===== config.mk =====
export PLATFORM = sky130hd
export DESIGN_NAME = nfc_command_frame_builder_core_flat
export DESIGN_NICKNAME = d
export VERILOG_FILES = /design/src/hw/rtl/nfcfb_pkg.sv /design/src/hw/rtl/nfcfb_ifs.sv /design/src/hw/rtl/nfcfb_front.sv /design/src/hw/rtl/nfcfb_fifo.sv /design/src/hw/rtl/nfcfb_back.sv /design/src/hw/rtl/nfc_command_frame_builder_core.sv /design/src/flat_wrapper.sv
export SDC_FILE = /design/constraint.sdc
export NUM_CORES = 1
export LEC_CHECK = 0
export ABC_AREA = 1
export BUFFER_PORTS_ARGS = -buffer_cell sky130_fd_sc_hd__buf_4
export CELL_PAD_IN_SITES_DETAIL_PLACEMENT = 0
export CELL_PAD_IN_SITES_GLOBAL_PLACEMENT = 1
export CORE_ASPECT_RATIO = 1.5
export CORE_UTILIZATION = 30
export CTS_CLUSTER_DIAMETER = 150
export DETAILED_ROUTE_END_ITERATION = 8
export GPL_ROUTABILITY_DRIVEN = 0
export PLACE_DENSITY = 0.55
export SYNTH_ARGS = -nofsm -noshare
export SYNTH_HDL_FRONTEND = slang
export SYNTH_SLANG_ARGS = --single-unit

===== constraint.sdc =====
create_clock -name clk -period 3.1 [get_ports clk]
set_clock_uncertainty 0.05 [all_clocks]
set_input_delay 0.62 -clock clk [delete_from_list [all_inputs] [get_ports clk]]
set_output_delay 0.62 -clock clk [all_outputs]
set_load 0.02 [all_outputs]

===== src/hw/rtl/nfcfb_pkg.sv =====
package nfcfb_pkg;

  // Command queue between the front and back parts.
  localparam int FIFO_DEPTH = 4;
  localparam int PTR_W      = $clog2(FIFO_DEPTH);
  localparam int CNT_W      = PTR_W + 1;

  // Fixed frame bytes.
  localparam logic [7:0] PREAMBLE_BYTE  = 8'h00;
  localparam logic [7:0] START_CODE_HI  = 8'hFF;
  localparam logic [7:0] POSTAMBLE_BYTE = 8'h00;

  // Frame identifier after reset (host to controller).
  localparam logic [7:0] IDENT_RESET = 8'hD4;

  // Accepted payload length range.
  localparam logic [7:0] LEN_MIN = 8'd1;
  localparam logic [7:0] LEN_MAX = 8'd254;

  // One classified payload word as handed from the front to the back.
  typedef struct packed {
    logic       first;     // first payload byte, header goes out before it
    logic       last;      // last payload byte, DCS and postamble follow it
    logic [7:0] data;      // payload byte
    logic [7:0] lenfield;  // LEN field (payload length plus one)
    logic [7:0] ident;     // frame identifier latched for this frame
    logic [7:0] dcs;       // data checksum, valid with last
  } cmd_t;

endpackage


===== src/hw/rtl/nfcfb_ifs.sv =====
// Payload input channel.
interface nfcfb_cmd_if;
  logic       valid;
  logic       ready;
  logic [7:0] payload_byte;
  logic [7:0] payload_len;

  modport source(output valid, output payload_byte, output payload_len, input ready);
  modport sink(input valid, input payload_byte, input payload_len, output ready);
endinterface

// Framed byte output channel.
interface nfcfb_frame_if;
  logic       valid;
  logic       ready;
  logic [7:0] out_byte;
  logic       end_of_frame;

  modport source(output valid, output out_byte, output end_of_frame, input ready);
  modport sink(input valid, input out_byte, input end_of_frame, output ready);
endinterface

// Configuration write channel for the frame identifier register.
interface nfcfb_cfg_if;
  logic       valid;
  logic       ready;
  logic [7:0] frame_identifier;

  modport source(output valid, output frame_identifier, input ready);
  modport sink(input valid, input frame_identifier, output ready);
endinterface


===== src/hw/rtl/nfcfb_front.sv =====
module nfcfb_front (
  input  logic                clk,
  input  logic                rst,
  nfcfb_cfg_if.sink           cfg,
  nfcfb_cmd_if.sink           cmd,
  input  logic                q_full,
  output logic                q_push,
  output nfcfb_pkg::cmd_t     q_word
);

  logic       in_frame;
  logic [7:0] bytes_left;
  logic [7:0] running_sum;
  logic [7:0] ident;

  logic       first;
  logic [7:0] len_clamped;
  logic [7:0] bytes_next;
  logic [7:0] sum_next;
  logic       last;

  // Configuration writes are always taken.
  assign cfg.ready = 1'b1;

  always_ff @(posedge clk) begin
    if (rst) begin
      ident <= nfcfb_pkg::IDENT_RESET;
    end else if (cfg.valid) begin
      ident <= cfg.frame_identifier;
    end
  end

  // Accept a word whenever the queue has room.
  assign cmd.ready = !q_full;
  assign q_push    = cmd.valid && !q_full;

  // Clamp the length into the legal range.
  always_comb begin
    if (cmd.payload_len < nfcfb_pkg::LEN_MIN) begin
      len_clamped = nfcfb_pkg::LEN_MIN;
    end else if (cmd.payload_len > nfcfb_pkg::LEN_MAX) begin
      len_clamped = nfcfb_pkg::LEN_MAX;
    end else begin
      len_clamped = cmd.payload_len;
    end
  end

  // Classify the word and update the checksum and remaining count.
  assign first      = !in_frame;
  assign bytes_next = (first ? len_clamped : bytes_left) - 8'd1;
  assign sum_next   = (first ? ident : running_sum) + cmd.payload_byte;
  assign last       = (bytes_next == 8'd0);

  always_comb begin
    q_word.first    = first;
    q_word.last     = last;
    q_word.data     = cmd.payload_byte;
    q_word.lenfield = len_clamped + 8'd1;
    q_word.ident    = ident;
    q_word.dcs      = 8'd0 - sum_next;
  end

  always_ff @(posedge clk) begin
    if (rst) begin
      in_frame    <= 1'b0;
      bytes_left  <= 8'd0;
      running_sum <= 8'd0;
    end else if (q_push) begin
      in_frame    <= !last;
      bytes_left  <= bytes_next;
      running_sum <= last ? 8'd0 : sum_next;
    end
  end

endmodule


===== src/hw/rtl/nfcfb_fifo.sv =====
module nfcfb_fifo (
  input  logic                clk,
  input  logic                rst,
  input  logic                push,
  input  nfcfb_pkg::cmd_t     push_word,
  input  logic                pop,
  output logic                full,
  output logic                not_empty,
  output nfcfb_pkg::cmd_t     head
);

  nfcfb_pkg::cmd_t                 entries [nfcfb_pkg::FIFO_DEPTH];
  logic [nfcfb_pkg::PTR_W-1:0]     wr_ptr;
  logic [nfcfb_pkg::PTR_W-1:0]     rd_ptr;
  logic [nfcfb_pkg::CNT_W-1:0]     count;

  assign full      = (count == nfcfb_pkg::CNT_W'(nfcfb_pkg::FIFO_DEPTH));
  assign not_empty = (count != '0);
  assign head      = entries[rd_ptr];

  // Storage needs no reset.
  always_ff @(posedge clk) begin
    if (push) begin
      entries[wr_ptr] <= push_word;
    end
  end

  // Pointers and fill count.
  always_ff @(posedge clk) begin
    if (rst) begin
      wr_ptr <= '0;
      rd_ptr <= '0;
      count  <= '0;
    end else begin
      if (push) begin
        wr_ptr <= wr_ptr + 1'b1;
      end
      if (pop) begin
        rd_ptr <= rd_ptr + 1'b1;
      end
      if (push && !pop) begin
        count <= count + 1'b1;
      end else if (pop && !push) begin
        count <= count - 1'b1;
      end
    end
  end

endmodule


===== src/hw/rtl/nfcfb_back.sv =====
module nfcfb_back (
  input  logic                clk,
  input  logic                rst,
  input  logic                q_not_empty,
  input  nfcfb_pkg::cmd_t     q_head,
  output logic                q_pop,
  nfcfb_frame_if.source       frame
);

  typedef enum logic [9:0] {
    S_NEXT = 10'b00_0000_0001,
    S_PRE  = 10'b00_0000_0010,
    S_SC0  = 10'b00_0000_0100,
    S_SC1  = 10'b00_0000_1000,
    S_LEN  = 10'b00_0001_0000,
    S_LCS  = 10'b00_0010_0000,
    S_ID   = 10'b00_0100_0000,
    S_DATA = 10'b00_1000_0000,
    S_DCS  = 10'b01_0000_0000,
    S_POST = 10'b10_0000_0000
  } step_t;

  step_t      step;
  step_t      step_next;
  step_t      cur;
  logic       adv;
  logic [7:0] byte_next;
  logic       eof_next;
  logic       out_valid;
  logic [7:0] out_byte;
  logic       out_eof;

  // A byte is produced when a word is waiting and the output register is free.
  assign adv = q_not_empty && (!out_valid || frame.ready);

  // At the start of a word, pick the header or go straight to the data.
  always_comb begin
    if (step == S_NEXT) begin
      cur = q_head.first ? S_PRE : S_DATA;
    end else begin
      cur = step;
    end
  end

  // Byte selection and the following step.
  always_comb begin
    byte_next = nfcfb_pkg::PREAMBLE_BYTE;
    eof_next  = 1'b0;
    step_next = S_NEXT;
    q_pop     = 1'b0;
    unique case (cur)
      S_PRE: begin
        step_next = S_SC0;
      end
      S_SC0: begin
        step_next = S_SC1;
      end
      S_SC1: begin
        byte_next = nfcfb_pkg::START_CODE_HI;
        step_next = S_LEN;
      end
      S_LEN: begin
        byte_next = q_head.lenfield;
        step_next = S_LCS;
      end
      S_LCS: begin
        byte_next = 8'd0 - q_head.lenfield;
        step_next = S_ID;
      end
      S_ID: begin
        byte_next = q_head.ident;
        step_next = S_DATA;
      end
      S_DATA: begin
        byte_next = q_head.data;
        step_next = q_head.last ? S_DCS : S_NEXT;
        q_pop     = adv && !q_head.last;
      end
      S_DCS: begin
        byte_next = q_head.dcs;
        step_next = S_POST;
      end
      S_POST: begin
        byte_next = nfcfb_pkg::POSTAMBLE_BYTE;
        eof_next  = 1'b1;
        step_next = S_NEXT;
        q_pop     = adv;
      end
      default: begin
        step_next = S_NEXT;
      end
    endcase
  end

  always_ff @(posedge clk) begin
    if (rst) begin
      step <= S_NEXT;
    end else if (adv) begin
      step <= step_next;
    end
  end

  // Output register.
  always_ff @(posedge clk) begin
    if (rst) begin
      out_valid <= 1'b0;
    end else if (adv) begin
      out_valid <= 1'b1;
    end else if (frame.ready) begin
      out_valid <= 1'b0;
    end
  end

  always_ff @(posedge clk) begin
    if (adv) begin
      out_byte <= byte_next;
      out_eof  <= eof_next;
    end
  end

  assign frame.valid        = out_valid;
  assign frame.out_byte     = out_byte;
  assign frame.end_of_frame = out_eof;

endmodule


===== src/hw/rtl/nfc_command_frame_builder_core.sv =====
// Builds normal information frames for an NFC controller from a stream of
// payload bytes.
// The cmd channel takes one payload word per handshake; payload_len is
// sampled only on the first word of a frame (0 counts as 1, 255 as 254).
// The frame channel delivers one byte per word: 00 00 FF LEN LCS ID, the
// payload, DCS and a 00 postamble flagged with end_of_frame.
// The cfg channel writes the frame identifier (0xD4 after reset); it is
// always ready and is used at the start of the next frame.
// The first output byte of a word passes through the command queue and then
// the output register. Throughput: one output byte per cycle while the
// receiver is ready; a mid-frame payload word is accepted every cycle while
// the queue has room, and the six header bytes and the two trailer bytes
// are extra output bytes, absorbed by a four-entry queue.
// Reset clears the frame state, the command queue and the output register,
// and restores the identifier.
// When the receiver stalls, the output byte holds, the queue fills and cmd
// ready drops once the queue is full.
module nfc_command_frame_builder_core (
  input  logic            clk,
  input  logic            rst,
  nfcfb_cfg_if.sink       cfg,
  nfcfb_cmd_if.sink       cmd,
  nfcfb_frame_if.source   frame
);

  logic                q_push;
  logic                q_pop;
  logic                q_full;
  logic                q_not_empty;
  nfcfb_pkg::cmd_t     q_word;
  nfcfb_pkg::cmd_t     q_head;

  // Front: accepts and classifies payload words.
  nfcfb_front u_front (
    .clk    (clk),
    .rst    (rst),
    .cfg    (cfg),
    .cmd    (cmd),
    .q_full (q_full),
    .q_push (q_push),
    .q_word (q_word)
  );

  // Queue between front and back.
  nfcfb_fifo u_fifo (
    .clk       (clk),
    .rst       (rst),
    .push      (q_push),
    .push_word (q_word),
    .pop       (q_pop),
    .full      (q_full),
    .not_empty (q_not_empty),
    .head      (q_head)
  );

  // Back: expands each word into frame bytes.
  nfcfb_back u_back (
    .clk         (clk),
    .rst         (rst),
    .q_not_empty (q_not_empty),
    .q_head      (q_head),
    .q_pop       (q_pop),
    .frame       (frame)
  );

endmodule


===== src/flat_wrapper.sv =====
// flat-port wrapper written by rule: the top's interface ports become plain ports
module nfc_command_frame_builder_core_flat 
  (clk, rst, cfg_valid, cfg_frame_identifier, cfg_ready, cmd_valid, cmd_payload_byte, cmd_payload_len, cmd_ready, frame_valid, frame_out_byte, frame_end_of_frame, frame_ready);
  nfcfb_cfg_if cfg_i ();
  nfcfb_cmd_if cmd_i ();
  nfcfb_frame_if frame_i ();
  input  logic clk;
  input  logic rst;
  input wire logic [$bits(cfg_i.valid)-1:0] cfg_valid;
  input wire logic [$bits(cfg_i.frame_identifier)-1:0] cfg_frame_identifier;
  output wire logic [$bits(cfg_i.ready)-1:0] cfg_ready;
  input wire logic [$bits(cmd_i.valid)-1:0] cmd_valid;
  input wire logic [$bits(cmd_i.payload_byte)-1:0] cmd_payload_byte;
  input wire logic [$bits(cmd_i.payload_len)-1:0] cmd_payload_len;
  output wire logic [$bits(cmd_i.ready)-1:0] cmd_ready;
  output wire logic [$bits(frame_i.valid)-1:0] frame_valid;
  output wire logic [$bits(frame_i.out_byte)-1:0] frame_out_byte;
  output wire logic [$bits(frame_i.end_of_frame)-1:0] frame_end_of_frame;
  input wire logic [$bits(frame_i.ready)-1:0] frame_ready;
  assign cfg_i.valid = cfg_valid;
  assign cfg_i.frame_identifier = cfg_frame_identifier;
  assign cfg_ready = cfg_i.ready;
  assign cmd_i.valid = cmd_valid;
  assign cmd_i.payload_byte = cmd_payload_byte;
  assign cmd_i.payload_len = cmd_payload_len;
  assign cmd_ready = cmd_i.ready;
  assign frame_valid = frame_i.valid;
  assign frame_out_byte = frame_i.out_byte;
  assign frame_end_of_frame = frame_i.end_of_frame;
  assign frame_i.ready = frame_ready;
  nfc_command_frame_builder_core u_core (.clk(clk), .rst(rst), .cfg(cfg_i), .cmd(cmd_i), .frame(frame_i));
endmodule

==> run summary <==
The run finished with clean final reports. In the synthesized netlist the dominant register cell turns out to be sky130_fd_sc_hd__edfxtp_1. The number of buffers inserted for hold repair after clock tree synthesis came out at 0.

The sequential cells in the finished layout cover a total of 5240 µm². The synthesized flop and latch total came out at 189. Derived from the worst setup path, the maximum achievable clock frequency is 0.357 GHz. Post-CTS repair changed the size of 0 cells.

The power density normalized to cell area came out at 795 nW/µm². The number of global-route vias before repair came to 6390. Setup violations remaining at the end of the flow were counted as 0. The highest-delay cell along the critical path is sky130_fd_sc_hd__dfxtp_1. The family with the most delay on the worst path is simple AND/OR/NAND/NOR gates. Dividing the detail-routed wire length by the instance count gives 16.7 µm.

By area the synthesized netlist is led by sky130_fd_sc_hd__edfxtp_1 49%, sky130_fd_sc_hd__dfxtp_1 10%, sky130_fd_sc_hd__nand2_1 7.9%, sky130_fd_sc_hd__nor2_1 4.9%, sky130_fd_sc_hd__o21ai_0 4.2%. The transition at the pin with the smallest max-transition slack is 0.592 ns. For this configuration, the core starts out at a cell density of 0.307. The sort of element at the start of the critical path is a flip-flop.

The total net switching power came out at 2.94 mW. The data arrival time of the worst path is 3.08 ns. The total I/O pin count is 41.

The DRC violation count after routing is 0. The number of max-capacitance violations reported came out at 0. The count of mapped cells out of synthesis came out at 919. The number of sinks driven by the clock tree came out at 189. Counting stages on the worst path, the most repeated cell is sky130_fd_sc_hd__nand2_4. The relative contribution of the clock network to total power came out at 0.253.

The clock-pin slew on the worst setup and hold paths is 0.07 ns. For the worst setup path, the data required time is 3.38 ns. The maximum number of pins on one net before global-route repair came out at 49. The clock period minus worst slack came out at 2.80 ns.

The proportion of power drawn by flip-flops and latches is 0.421. The count of fill cells added during filler insertion is 2966. The top fanout value on the critical path is 10. The number of hold violations in the final report was 0.

The die covers 30200 µm². The initial antenna violation count came out at 0. Traced cell by cell, the critical path runs through nor2_4, nand3_2, nor2_4, nand2_4, nand2_4, nor2_8, nand2_4, inv_2, nand2_2, nand2_4, nand2_2, ha_1, inv_1, fa_1, a21oi_1, o21ai_0, o21ai_0, a21oi_1. Adding up every negative setup slack in the final design gives 0 ns.

After synthesis, the netlist uses 42 different library cells. The number of warnings issued by yosys came out at 0. The netlist area before placement came out at 8840 µm².

STA classifies the critical path endpoint as a flip-flop. The multi-input combinational cells in the finished layout cover a total of 3130 µm². In the finished design, the share of the clock period the worst path needs comes to 0.904. The buffer levels on the longest clock path came out at 2. The fraction of layout cells with a size suffix above 1 came out at 0.145. The synthesized design spends more area on one cell type than any other, namely sky130_fd_sc_hd__edfxtp_1. The number of vias per cell after detailed routing is 4.59.

The path class of the tightest hold or removal check is input pin to flip-flop. The static power due to leakage is 4.14 nW. The maximum level of the CTS H-tree came out at 4. CTS placed an instance of sky130_fd_sc_hd__clkbuf_16 at the clock tree root. The die height came out at 212 µm. The detailed router's first-iteration violation count came out at 325.

The worst setup path is of the flip-flop to flip-flop kind. The share of power burned in combinational logic came out at 0.326. The final core utilization is 0.356. Summed over all layers, the routed wires come to 22.9 mm.

For this run, asynchronously set or reset flops after synthesis account for 0. The first-pass iteration count of the detailed router came out at 4. The clock latency at the later pin of the worst-skew pair came out at 0.45 ns. The worst ir drop on vdd came out at 0.000429 V. The final antenna diode count is 0. When the netlist entered floorplanning its net count stood at 967. The internal power of the cells came out at 5.21 mW. The final number of max-transition violations was 0.

The core region is 28800 µm². The chip width came out at 142 µm. The detail route stage leaves a number of antenna-violating nets equal to 0.

The count of input and output buffers came out at 39. Buffers inserted during clock tree synthesis total 17. The synthesis-to-finish area growth is 15.9%. The sequential element share of the synthesized area is 0.592. Setup repair after global routing left no endpoint under its margin. The overall track demand over capacity in global routing came out at 0.164.

The number of flops mapped to enable cells by yosys came out at 145. The delay contributed by the slowest stage of the critical path came out at 0.38 ns. The routed layout has 6302 vias.

The normalized max-slew margin came out at 0.605. The post-CTS setup repair buffer count is 0. The TritonCTS clock tree is built. The post-DP HPWL is 15.9 mm.

The row count came out at 76. The number of buffer and inverter stages on the critical path is 2. The mean instance size in the synthesized netlist is 9.62 µm². The final net count is 1017. The share of synthesized area in the top cell type comes to 0.492. The switching share of total power came out at 0.361.

The overflow left after global routing is 0. The first global-routing pass estimated 36.0 mm of wire.
[worst paths after layout]
path	startpoint	to	slack [ns]	cells past startpoint
worst min register to register	u_core.u_front.running_sum[5]	u_core.u_front.running_sum[5]	0.42	2
worst min-delay path	cfg_frame_identifier[4]	u_core.u_front.ident[4]	0.33	3
worst max register to register	u_core.u_back.step[9]	u_core.u_fifo.count[2]	0.30	18
worst max-delay path	u_core.u_back.step[9]	u_core.u_fifo.count[2]	0.30	18
[worst register-to-register path, cell delays in order, from the launching register on]
cell	delay (ns)
sky130_fd_sc_hd__dfxtp_1	0.38
sky130_fd_sc_hd__nor2_4	0.29
sky130_fd_sc_hd__nand3_2	0.15
sky130_fd_sc_hd__nor2_4	0.11
sky130_fd_sc_hd__nand2_4	0.09
sky130_fd_sc_hd__nand2_4	0.12
sky130_fd_sc_hd__nor2_8	0.06
sky130_fd_sc_hd__nand2_4	0.11
sky130_fd_sc_hd__inv_2	0.05
sky130_fd_sc_hd__nand2_2	0.08
sky130_fd_sc_hd__nand2_4	0.08
sky130_fd_sc_hd__nand2_2	0.09
sky130_fd_sc_hd__ha_1	0.15
sky130_fd_sc_hd__inv_1	0.07
sky130_fd_sc_hd__fa_1	0.37
sky130_fd_sc_hd__a21oi_1	0.14
sky130_fd_sc_hd__o21ai_0	0.11
sky130_fd_sc_hd__o21ai_0	0.16
sky130_fd_sc_hd__a21oi_1	0.05
[stage by stage]
stage | worst slack [ns] | hold slack, ns | instances | instance area (µm²) | power [mW]
after global routing | 0.0354 | 0.321 | 1372 | 10200 | 8.67
after global placement | 0.197 | 0.405 | 1340 | 9710 | 6.21
final | 0.298 | 0.334 | 1372 | 10200 | 8.15
after detailed placement | 0.222 | 0.409 | 1340 | 9710 | 6.20
after CTS | 0.299 | 0.307 | 1372 | 10200 | 8.27
after floorplan | 0.158 | 0.395 | 919 | 8840 | 5.25
[power groups by stage]
stage / Clock (mW) / Sequential, mW / Combinational (mW)
2_1_floorplan: 0 / 3.53 / 1.72
3_3_place_gp: 0 / 3.49 / 2.72
3_5_place_dp: 0 / 3.49 / 2.71
4_1_cts: 2.12 / 3.43 / 2.72
5_1_grt: 2.22 / 3.47 / 2.98
6_report: 2.06 / 3.43 / 2.66
[sequential cells by signal, summed over array words and instances (netlist names), named ones only]
signal and cells:
u_core.u_back.frame.out_byte 8, u_core.u_back.frame.end_of_frame 1, u_core.u_back.frame.valid 1, u_core.u_front.ident 8, u_core.u_back.step 9, u_core.u_front.in_frame 1, u_core.u_fifo.count 3, u_core.u_front.bytes_left 8
u_core.u_front.running_sum 8, u_core.u_fifo.wr_ptr 2, u_core.u_fifo.rd_ptr 2, u_core.u_fifo.entries 136
[cell type report]
cell class / instances / share of cell area
clock buffer: 18 / 0.0419
clock inverter: 14 / 0.0111
inverter: 92 / 0.0337
multi-input combinational: 601 / 0.305
sequential: 189 / 0.511
tap: 390 / 0.0476
timing repair buffer: 68 / 0.0498
[cells in the mapped netlist (4+ instances only)]
master,n
sky130_fd_sc_hd__edfxtp_1,145
sky130_fd_sc_hd__a32oi_1,4
sky130_fd_sc_hd__nand2_4,4
sky130_fd_sc_hd__a32o_1,5
sky130_fd_sc_hd__ha_1,17
sky130_fd_sc_hd__xor2_1,17
sky130_fd_sc_hd__nand2_1,185
sky130_fd_sc_hd__nand3_1,48
sky130_fd_sc_hd__inv_1,79
sky130_fd_sc_hd__o21ai_0,74
sky130_fd_sc_hd__buf_2,14
sky130_fd_sc_hd__nor2_1,115
sky130_fd_sc_hd__clkbuf_1,19
sky130_fd_sc_hd__inv_2,12
sky130_fd_sc_hd__o22ai_1,18
sky130_fd_sc_hd__a21oi_1,56
sky130_fd_sc_hd__nand2_2,8
sky130_fd_sc_hd__o211ai_1,7
sky130_fd_sc_hd__dfxtp_1,44
sky130_fd_sc_hd__nand3_2,4
sky130_fd_sc_hd__nand4_1,10
sky130_fd_sc_hd__or2_2,4
[placed cells by master (no fill, tap or decap), types with 6 or more instances in the layout]
cell	n
sky130_fd_sc_hd__o21ai_0	74
sky130_fd_sc_hd__o211ai_1	7
sky130_fd_sc_hd__nand3_1	48
sky130_fd_sc_hd__nand2_2	8
sky130_fd_sc_hd__inv_1	79
sky130_fd_sc_hd__dfxtp_1	43
sky130_fd_sc_hd__nor2_1	111
sky130_fd_sc_hd__inv_2	12
sky130_fd_sc_hd__nand4_1	10
sky130_fd_sc_hd__edfxtp_1	145
sky130_fd_sc_hd__nor2_4	6
sky130_fd_sc_hd__o22ai_1	18
sky130_fd_sc_hd__xor2_1	17
sky130_fd_sc_hd__ha_1	17
sky130_fd_sc_hd__clkbuf_16	17
sky130_fd_sc_hd__a21oi_1	56
sky130_fd_sc_hd__nand2_1	185
sky130_fd_sc_hd__buf_4	68
[cell families after synthesis]
group | synth area share
and+or+nand+nor | 0.192
DFF | 0.592
AOI/OAI and AO/OA | 0.109
buffers and inverters | 0.0580
xor gates and xnor gates | 0.0198
adders and majority gates | 0.0286
other | 0.000424
[per-layer routing]
metal	part of all wire	wire, µm	GRT usage	vias up
li1	-	-	-	3215
met1	0.44	10000	0.191	2961
met2	0.51	11700	0.293	101
met3	0.031	698	0.0313	25
met4	0.022	495	0.0623	0
met5	0	0	0	-
Power figures use the tool's default switching activity.
